`src/design/mandel_pkg.sv`:
```
// Shared types, constants and saturating arithmetic helpers for the escape-time unit.
package mandel_pkg;

    // Field and register widths
    localparam int COORD_BITS    = 32;
    localparam int FRAC_BITS     = 28;
    localparam int PIXEL_BITS    = 12;
    localparam int ITER_BITS     = 17;
    localparam int ORIGIN_BITS   = 32;
    localparam int STEP_BITS     = 31;
    localparam int CFG_IDX_BITS  = 3;
    localparam int CFG_DATA_BITS = 32;

    // Shared multiplier operand and product widths
    localparam int MUL_W  = (COORD_BITS > STEP_BITS) ? COORD_BITS : STEP_BITS;
    localparam int PROD_W = 2 * MUL_W;
    localparam int EXT_W  = (ORIGIN_BITS > COORD_BITS) ? ORIGIN_BITS : COORD_BITS;

    typedef logic signed [COORD_BITS-1:0] coord_t;
    typedef logic [MUL_W-1:0]             mul_op_t;
    typedef logic [PROD_W-1:0]            prod_t;
    typedef logic [ITER_BITS-1:0]         iter_t;
    typedef logic [PIXEL_BITS-1:0]        pixel_t;

    localparam coord_t COORD_MAX = {1'b0, {(COORD_BITS-1){1'b1}}};
    localparam coord_t COORD_MIN = {1'b1, {(COORD_BITS-1){1'b0}}};

    // |z|^2 escape threshold: 4.0, or the largest value if 4.0 does not fit
    localparam coord_t ESC_LIMIT = (FRAC_BITS + 2 >= COORD_BITS - 1) ? COORD_MAX
                                 : coord_t'(prod_t'(4) << FRAC_BITS);

    // Register reset values
    localparam iter_t                    RST_MAX_ITER  = ITER_BITS'(1000);
    localparam logic [ORIGIN_BITS-1:0]   RST_ORIGIN_RE = ORIGIN_BITS'(-603979776);
    localparam logic [ORIGIN_BITS-1:0]   RST_ORIGIN_IM = ORIGIN_BITS'(-352321536);
    localparam logic [STEP_BITS-1:0]     RST_STEP_RE   = STEP_BITS'(1174405);
    localparam logic [STEP_BITS-1:0]     RST_STEP_IM   = STEP_BITS'(1174405);

    // Register indexes
    localparam logic [CFG_IDX_BITS-1:0] CFG_MAX_ITER  = 3'd0;
    localparam logic [CFG_IDX_BITS-1:0] CFG_ORIGIN_RE = 3'd1;
    localparam logic [CFG_IDX_BITS-1:0] CFG_ORIGIN_IM = 3'd2;
    localparam logic [CFG_IDX_BITS-1:0] CFG_STEP_RE   = 3'd3;
    localparam logic [CFG_IDX_BITS-1:0] CFG_STEP_IM   = 3'd4;

    // Saturating signed add
    function automatic coord_t sat_add(input coord_t a, input coord_t b);
        logic signed [COORD_BITS:0] s;
        coord_t r;
        s = {a[COORD_BITS-1], a} + {b[COORD_BITS-1], b};
        if (s[COORD_BITS] != s[COORD_BITS-1]) begin
            r = s[COORD_BITS] ? COORD_MIN : COORD_MAX;
        end else begin
            r = s[COORD_BITS-1:0];
        end
        return r;
    endfunction

    // Product magnitude shifted down (FRAC_BITS, or FRAC_BITS-1 for the doubled
    // cross term), saturated to the coordinate range and given its sign
    function automatic coord_t sat_shift(input prod_t p, input logic neg, input logic half);
        prod_t m;
        prod_t bound;
        coord_t r;
        m     = half ? (p >> (FRAC_BITS - 1)) : (p >> FRAC_BITS);
        bound = neg ? (prod_t'(COORD_MAX) + prod_t'(1)) : prod_t'(COORD_MAX);
        if (m > bound) begin
            m = bound;
        end
        r = neg ? coord_t'(~m + prod_t'(1)) : coord_t'(m);
        return r;
    endfunction

    // Clamp a non-negative product to the coordinate range
    function automatic coord_t clamp_prod(input prod_t p);
        coord_t r;
        r = (p > prod_t'(COORD_MAX)) ? COORD_MAX : coord_t'(p);
        return r;
    endfunction

    // Clamp a signed origin register to the coordinate range
    function automatic coord_t clamp_origin(input logic signed [ORIGIN_BITS-1:0] o);
        logic signed [EXT_W-1:0] e;
        logic signed [EXT_W-1:0] emax;
        logic signed [EXT_W-1:0] emin;
        coord_t r;
        e    = o;
        emax = COORD_MAX;
        emin = COORD_MIN;
        if (e > emax) begin
            r = COORD_MAX;
        end else if (e < emin) begin
            r = COORD_MIN;
        end else begin
            r = coord_t'(e);
        end
        return r;
    endfunction

    // Magnitude of a coordinate as a multiplier operand
    function automatic mul_op_t mag_of(input coord_t v);
        logic [COORD_BITS-1:0] u;
        u = v[COORD_BITS-1] ? COORD_BITS'(-v) : COORD_BITS'(v);
        return mul_op_t'(u);
    endfunction

endpackage

```
`src/design/mandelbrot_escape_time.sv`:
```
// Mandelbrot escape-time unit: pixel in, iteration count out, one shared multiplier.
//
// Input transfer (s_valid/s_ready) carries one pixel column and row. The pixel is
// mapped to c = origin + pixel * step in signed Q4.28 and z = z*z + c is iterated
// from zero until |z|^2 reaches 4.0 or the count reaches the iteration limit. One
// result transfer (m_valid/m_ready) returns the count with the pixel echoed.
// Timing: all products go through one 32x32 multiplier with a registered output.
// Setup runs through ST_CR, ST_CI and ST_C2 (the two c products), then each iteration
// runs through three product states, one escape test state and one update state.
// One item is in flight at a time: s_ready is high only while idle, so a stalled
// result (m_valid high, m_ready low) holds the unit until it is taken.
// Configuration: cfg_valid/cfg_ready/cfg_index/cfg_data, always ready; write only
// while idle. Unknown indexes are ignored.
// Reset (aresetn low, synchronous) returns to idle and loads the register defaults.
module mandelbrot_escape_time (
    input  logic                                    aclk,
    input  logic                                    aresetn,
    // Configuration writes
    input  logic                                    cfg_valid,
    output logic                                    cfg_ready,
    input  logic [mandel_pkg::CFG_IDX_BITS-1:0]     cfg_index,
    input  logic [mandel_pkg::CFG_DATA_BITS-1:0]    cfg_data,
    // Pixel input
    input  logic                                    s_valid,
    output logic                                    s_ready,
    input  logic [mandel_pkg::PIXEL_BITS-1:0]       s_pixel_col,
    input  logic [mandel_pkg::PIXEL_BITS-1:0]       s_pixel_row,
    // Result output
    output logic                                    m_valid,
    input  logic                                    m_ready,
    output logic [mandel_pkg::ITER_BITS-1:0]        m_escape_count,
    output logic [mandel_pkg::PIXEL_BITS-1:0]       m_out_col,
    output logic [mandel_pkg::PIXEL_BITS-1:0]       m_out_row
);

    // Sequencer states
    localparam logic [3:0] ST_IDLE = 4'd0;
    localparam logic [3:0] ST_CR   = 4'd1;  // issue col * step_re
    localparam logic [3:0] ST_CI   = 4'd2;  // issue row * step_im, form cr
    localparam logic [3:0] ST_C2   = 4'd3;  // form ci
    localparam logic [3:0] ST_SQR  = 4'd4;  // issue zr * zr
    localparam logic [3:0] ST_SQI  = 4'd5;  // issue zi * zi, form zr^2
    localparam logic [3:0] ST_XY   = 4'd6;  // issue zr * zi, form zi^2
    localparam logic [3:0] ST_TEST = 4'd7;  // escape test, form 2*zr*zi
    localparam logic [3:0] ST_UPD  = 4'd8;  // z update, count
    localparam logic [3:0] ST_DONE = 4'd9;  // result waiting

    logic [3:0] state_reg, state_next;

    // Configuration registers
    mandel_pkg::iter_t                           max_iter_reg;
    logic signed [mandel_pkg::ORIGIN_BITS-1:0]   origin_re_reg;
    logic signed [mandel_pkg::ORIGIN_BITS-1:0]   origin_im_reg;
    logic [mandel_pkg::STEP_BITS-1:0]            step_re_reg;
    logic [mandel_pkg::STEP_BITS-1:0]            step_im_reg;

    // Working registers
    mandel_pkg::iter_t   count_reg, count_next;
    mandel_pkg::pixel_t  col_reg, col_next;
    mandel_pkg::pixel_t  row_reg, row_next;
    mandel_pkg::coord_t  zr_reg, zr_next;
    mandel_pkg::coord_t  zi_reg, zi_next;
    mandel_pkg::coord_t  cr_reg, cr_next;
    mandel_pkg::coord_t  ci_reg, ci_next;
    mandel_pkg::coord_t  zr2_reg, zr2_next;
    mandel_pkg::coord_t  zi2_reg, zi2_next;
    mandel_pkg::coord_t  xy_reg, xy_next;
    mandel_pkg::coord_t  diff_reg, diff_next;
    mandel_pkg::prod_t   prod_reg, prod_next;
    logic                prod_neg_reg, prod_neg_next;

    // Shared multiplier operands
    mandel_pkg::mul_op_t mul_a, mul_b;
    logic                mul_neg;

    mandel_pkg::coord_t  mag2;
    logic                escaped;
    mandel_pkg::iter_t   count_inc;

    assign cfg_ready      = 1'b1;
    assign s_ready        = (state_reg == ST_IDLE);
    assign m_valid        = (state_reg == ST_DONE);
    assign m_escape_count = count_reg;
    assign m_out_col      = col_reg;
    assign m_out_row      = row_reg;

    // Operand select for the shared multiplier
    always_comb begin
        mul_a   = mandel_pkg::mag_of(zr_reg);
        mul_b   = mandel_pkg::mag_of(zr_reg);
        mul_neg = 1'b0;
        unique case (state_reg)
            ST_CR: begin
                mul_a = mandel_pkg::mul_op_t'(col_reg);
                mul_b = mandel_pkg::mul_op_t'(step_re_reg);
            end
            ST_CI: begin
                mul_a = mandel_pkg::mul_op_t'(row_reg);
                mul_b = mandel_pkg::mul_op_t'(step_im_reg);
            end
            ST_SQI: begin
                mul_a = mandel_pkg::mag_of(zi_reg);
                mul_b = mandel_pkg::mag_of(zi_reg);
            end
            ST_XY: begin
                mul_b   = mandel_pkg::mag_of(zi_reg);
                mul_neg = zr_reg[mandel_pkg::COORD_BITS-1] ^ zi_reg[mandel_pkg::COORD_BITS-1];
            end
            default: begin
            end
        endcase
        prod_next     = mandel_pkg::prod_t'(mul_a) * mandel_pkg::prod_t'(mul_b);
        prod_neg_next = mul_neg;
    end

    // Escape test on the stored squares
    assign mag2      = mandel_pkg::sat_add(zr2_reg, zi2_reg);
    assign escaped   = (mag2 >= mandel_pkg::ESC_LIMIT);
    assign count_inc = count_reg + mandel_pkg::iter_t'(1);

    // Sequencer and datapath next values
    always_comb begin
        state_next = state_reg;
        count_next = count_reg;
        col_next   = col_reg;
        row_next   = row_reg;
        zr_next    = zr_reg;
        zi_next    = zi_reg;
        cr_next    = cr_reg;
        ci_next    = ci_reg;
        zr2_next   = zr2_reg;
        zi2_next   = zi2_reg;
        xy_next    = xy_reg;
        diff_next  = diff_reg;
        unique case (state_reg)
            ST_IDLE: begin
                if (s_valid) begin
                    col_next   = s_pixel_col;
                    row_next   = s_pixel_row;
                    count_next = '0;
                    zr_next    = '0;
                    zi_next    = '0;
                    state_next = (max_iter_reg == '0) ? ST_DONE : ST_CR;
                end
            end
            ST_CR: begin
                state_next = ST_CI;
            end
            ST_CI: begin
                cr_next    = mandel_pkg::sat_add(mandel_pkg::clamp_origin(origin_re_reg),
                                                 mandel_pkg::clamp_prod(prod_reg));
                state_next = ST_C2;
            end
            ST_C2: begin
                ci_next    = mandel_pkg::sat_add(mandel_pkg::clamp_origin(origin_im_reg),
                                                 mandel_pkg::clamp_prod(prod_reg));
                state_next = ST_SQR;
            end
            ST_SQR: begin
                state_next = ST_SQI;
            end
            ST_SQI: begin
                zr2_next   = mandel_pkg::sat_shift(prod_reg, prod_neg_reg, 1'b0);
                state_next = ST_XY;
            end
            ST_XY: begin
                zi2_next   = mandel_pkg::sat_shift(prod_reg, prod_neg_reg, 1'b0);
                state_next = ST_TEST;
            end
            ST_TEST: begin
                xy_next    = mandel_pkg::sat_shift(prod_reg, prod_neg_reg, 1'b1);
                diff_next  = mandel_pkg::sat_add(zr2_reg, -zi2_reg);
                state_next = escaped ? ST_DONE : ST_UPD;
            end
            ST_UPD: begin
                zr_next    = mandel_pkg::sat_add(diff_reg, cr_reg);
                zi_next    = mandel_pkg::sat_add(xy_reg, ci_reg);
                count_next = count_inc;
                state_next = (count_inc == max_iter_reg) ? ST_DONE : ST_SQR;
            end
            ST_DONE: begin
                if (m_ready) begin
                    state_next = ST_IDLE;
                end
            end
            default: begin
                state_next = ST_IDLE;
            end
        endcase
    end

    // Control state and configuration registers
    always_ff @(posedge aclk) begin
        if (!aresetn) begin
            state_reg     <= ST_IDLE;
            max_iter_reg  <= mandel_pkg::RST_MAX_ITER;
            origin_re_reg <= mandel_pkg::RST_ORIGIN_RE;
            origin_im_reg <= mandel_pkg::RST_ORIGIN_IM;
            step_re_reg   <= mandel_pkg::RST_STEP_RE;
            step_im_reg   <= mandel_pkg::RST_STEP_IM;
        end else begin
            state_reg <= state_next;
            if (cfg_valid) begin
                unique case (cfg_index)
                    mandel_pkg::CFG_MAX_ITER:
                        max_iter_reg  <= cfg_data[mandel_pkg::ITER_BITS-1:0];
                    mandel_pkg::CFG_ORIGIN_RE:
                        origin_re_reg <= cfg_data[mandel_pkg::ORIGIN_BITS-1:0];
                    mandel_pkg::CFG_ORIGIN_IM:
                        origin_im_reg <= cfg_data[mandel_pkg::ORIGIN_BITS-1:0];
                    mandel_pkg::CFG_STEP_RE:
                        step_re_reg   <= cfg_data[mandel_pkg::STEP_BITS-1:0];
                    mandel_pkg::CFG_STEP_IM:
                        step_im_reg   <= cfg_data[mandel_pkg::STEP_BITS-1:0];
                    default: begin
                    end
                endcase
            end
        end
    end

    // Datapath registers
    always_ff @(posedge aclk) begin
        count_reg    <= count_next;
        col_reg      <= col_next;
        row_reg      <= row_next;
        zr_reg       <= zr_next;
        zi_reg       <= zi_next;
        cr_reg       <= cr_next;
        ci_reg       <= ci_next;
        zr2_reg      <= zr2_next;
        zi2_reg      <= zi2_next;
        xy_reg       <= xy_next;
        diff_reg     <= diff_next;
        prod_reg     <= prod_next;
        prod_neg_reg <= prod_neg_next;
    end

endmodule
```
`config.mk`:
```
export PLATFORM = sky130hd
export DESIGN_NAME = mandelbrot_escape_time
export DESIGN_NICKNAME = d
export VERILOG_FILES = /design/src/design/mandel_pkg.sv /design/src/design/mandelbrot_escape_time.sv
export SDC_FILE = /design/constraint.sdc
export NUM_CORES = 2
export LEC_CHECK = 0
export BUFFER_PORTS_ARGS = -buffer_cell sky130_fd_sc_hd__buf_2
export CAP_MARGIN = 20
export CELL_PAD_IN_SITES_DETAIL_PLACEMENT = 0
export CELL_PAD_IN_SITES_GLOBAL_PLACEMENT = 1
export CORE_ASPECT_RATIO = 1.1
export CORE_MARGIN = 1.5
export CORE_UTILIZATION = 47
export CTS_BUF_LIST = sky130_fd_sc_hd__clkbuf_4
export CTS_CLUSTER_DIAMETER = 100
export DETAILED_ROUTE_END_ITERATION = 7
export PLACE_DENSITY_LB_ADDON = 0.1
export RECOVER_POWER = 50
export SETUP_SLACK_MARGIN = 0.1
export SLEW_MARGIN = 40
export SYNTH_ARGS = -nofsm -noshare
export SYNTH_HDL_FRONTEND = slang
export SYNTH_SLANG_ARGS = --single-unit
```
`constraint.sdc`:
```
create_clock -name aclk -period 11.1 [get_ports aclk]
set_input_delay 0 -clock aclk [delete_from_list [all_inputs] [get_ports aclk]]
set_output_delay 0 -clock aclk [all_outputs]
set_load 0.05 [all_outputs]
```
==> metrics <==
Post-synth EDFFs 297; R2R Setup Slk 0.35 ns; Critical Path Start Type register; IO buf count 106; hold_sp s_pixel_col[3]; Worst Tran Pin Value 3.66 ns; Clock Latency Late Sink 1.17 ns; drt drc 0; commonest non-fill, non-tap cell in the layout inv_1; FMAX 0.0930 GHz; status complete, but fails checks; R2R depth 37; endpoints failing setup 0; gr usage total 32.7%; commonest cells after routing, fill and taps aside inv_1, nand2_1, fa_1; Ys Warns 0; clock tree buffer depth 3; Initial Util 47.5%; Core Box Area 137000 µm²; Critical Path Max Stage Delay 0.57 ns; max reg flops 64; pre-CTS setup slack -0.643 ns; kind of critical path reg2reg; Worst Hold Depth 3; Die Wd 357 µm; antenna violations before repair 8; Detail Placement HPWL 180000 µm; fin. max-slew vios 254; RSZ-0062 raised after global routing true; TritonCTS clock tree done; cell family with most CP delay adder cells; Max Cap Viol 7; crit path buf inv count 8; WL per Instance 23.7 µm; vias post-DR 53700; Post-synth ARST share 0%; row count 142; CTS Root Buffer Type clkbuf_4; setup ws final 0.346 ns; clock sink count 509; Critical Path End Type register; r2r endpoint prod_reg[61]; M2 GR Usage 51.9%; FF-to-FF Start zi_reg[5]; I/O pin cnt 108; Fill cells 13000; largest net degree at the start of global routing 90; Overflow after GRT 0; vias in the first global route 53800; fin area 72300 µm²; Post-Synthesis Cells 7365; Synth Register Bits 509; Max transition margin -144%; multi-input gate area in the final layout 46600 µm²; Cell variety after synth 90; Final Cycle Share 96.9%; register area 13200 µm²; Most Frequent Cell on Critical Path fa_1; placed instance area 68100 µm²; Yosys top cell area share 27.9%; Clock Skew 0.111 ns; met1 Usage GRT 44.3%; final core utilization 52.9%; Total Wirelength 226000 µm; drt pass-1 iters 7; failing checks max-capacitance violations, max-slew violations; GP Congestion 0.992; htree depth 4; Critical Path RT 12.04 ns; Critical-path top delay cell or4_4; Routed Antenna Nets 0; final hold vios 0; vias per cell 5.62; Hold Crit Class in2reg; Crit Path Max Fanout 22; mean post-synth cell area 8.80 µm²; Die H 393 µm; Min Hold Slack 0.103 ns; wire length of the first global-routing pass 340000 µm; cell taking the most area after synthesis fa_1; initial DRC count 4416; met3 usage 5.58%; GRT busiest layer met2; synthesized area 64800 µm²; sequential fraction of the synthesis area 20.3%; net count of the finished layout 9095; crit path DAT 11.70 ns; die area 140000 µm²; fin crit period 10.75 ns; Area growth, synth to finish 11.5%; clock buffer count from CTS 145; fraction of layout cells with a size suffix above 1 9.65%; Worst-path clk slew 0.06 ns; hold path endpoint m_out_col[3]; top cells by area, synth fa_1, edfxtp_1, ha_1; predominant post-synthesis flop cell edfxtp_1
final cells by class:
class	count	area share (%)
Multi-Input combinational cell	5354	64.5
Sequential cell	509	18.2
Timing Repair Buffer	535	5.85
Inverter	1089	5.66
Tap cell	1800	3.12
Clock buffer	201	2.09
Clock inverter	54	0.494
Antenna cell	10	0.0346
layer usage:
| layer | routed length, µm | up-vias |
|---|---|---|
| li1 | - | 24500 |
| met1 | 95900 | 26800 |
| met2 | 103000 | 1897 |
| met3 | 16400 | 447 |
| met4 | 10600 | 4 |
| met5 | 25 | - |
tightest hold or removal path: stages:
cell,delay [ns]
dlygate4sd3_1,0.52
buf_2,0.09
dlygate4sd3_1,0.54
cells by family after synthesis:
logic type,share of synthesized area [%]
AOI/OAI and AO/OA,13.5
xor gates and xnor gates,4.42
adders and majority gates,37.7
buffers and inverters,8.84
DFF,20.3
muxes,0.251
other,0.0116
and+or+nand+nor,14.9
synth_stat cells, drive strengths merged (25+ instances only):
| cell | n |
|---|---|
| a211oi | 39 |
| a21boi | 119 |
| a21o | 152 |
| a21oi | 307 |
| a22oi | 39 |
| a31oi | 41 |
| and2 | 32 |
| and3 | 33 |
| buf | 49 |
| clkbuf | 366 |
| dfxtp | 212 |
| edfxtp | 297 |
| fa | 902 |
| ha | 495 |
| inv | 1089 |
| nand2 | 1061 |
| nand2b | 36 |
| nand3 | 104 |
| nand4 | 40 |
| nor2 | 690 |
| nor2b | 41 |
| nor3 | 64 |
| nor4 | 32 |
| o21a | 58 |
| o21ai | 296 |
| o21bai | 37 |
| o22ai | 40 |
| o31ai | 38 |
| or2 | 45 |
| or3 | 25 |
| or4 | 27 |
| xnor2 | 161 |
| xor2 | 165 |
worst max-delay path by stage:
stage                   start      endpoint  slack (ns)  cells after the start
floorplan           zi_reg[2]  prod_reg[63]        0.83                     36
global placement    zi_reg[5]  prod_reg[55]        -1.0                     35
detailed placement  zi_reg[3]  prod_reg[55]       -0.64                     35
CTS                 zi_reg[3]  prod_reg[58]        0.10                     36
global route        zi_reg[5]  prod_reg[55]       -0.01                     35
finish              zi_reg[5]  prod_reg[61]        0.35                     37
through the flow:
step / setup TNS (ns) / instances
global placement: -7.55 / 9098
global route: -0.0127 / 9550
finish: 0 / 9552
CTS: 0 / 9520
detailed placement: -4.36 / 9099
floorplan: 0 / 7366
repair_timing:
action	CTS	global route
pin swaps	9	22
hold buffers	155	0
hold endpoints to repair	276	0
cloned	0	1
setup endpoints to repair	18	19
gates resized for setup	31	60
buffers inserted	11	21
Power is left out: the tool's default activity adds up to more than one toggle a clock period on the data nets, which glitch-free logic cannot reach.
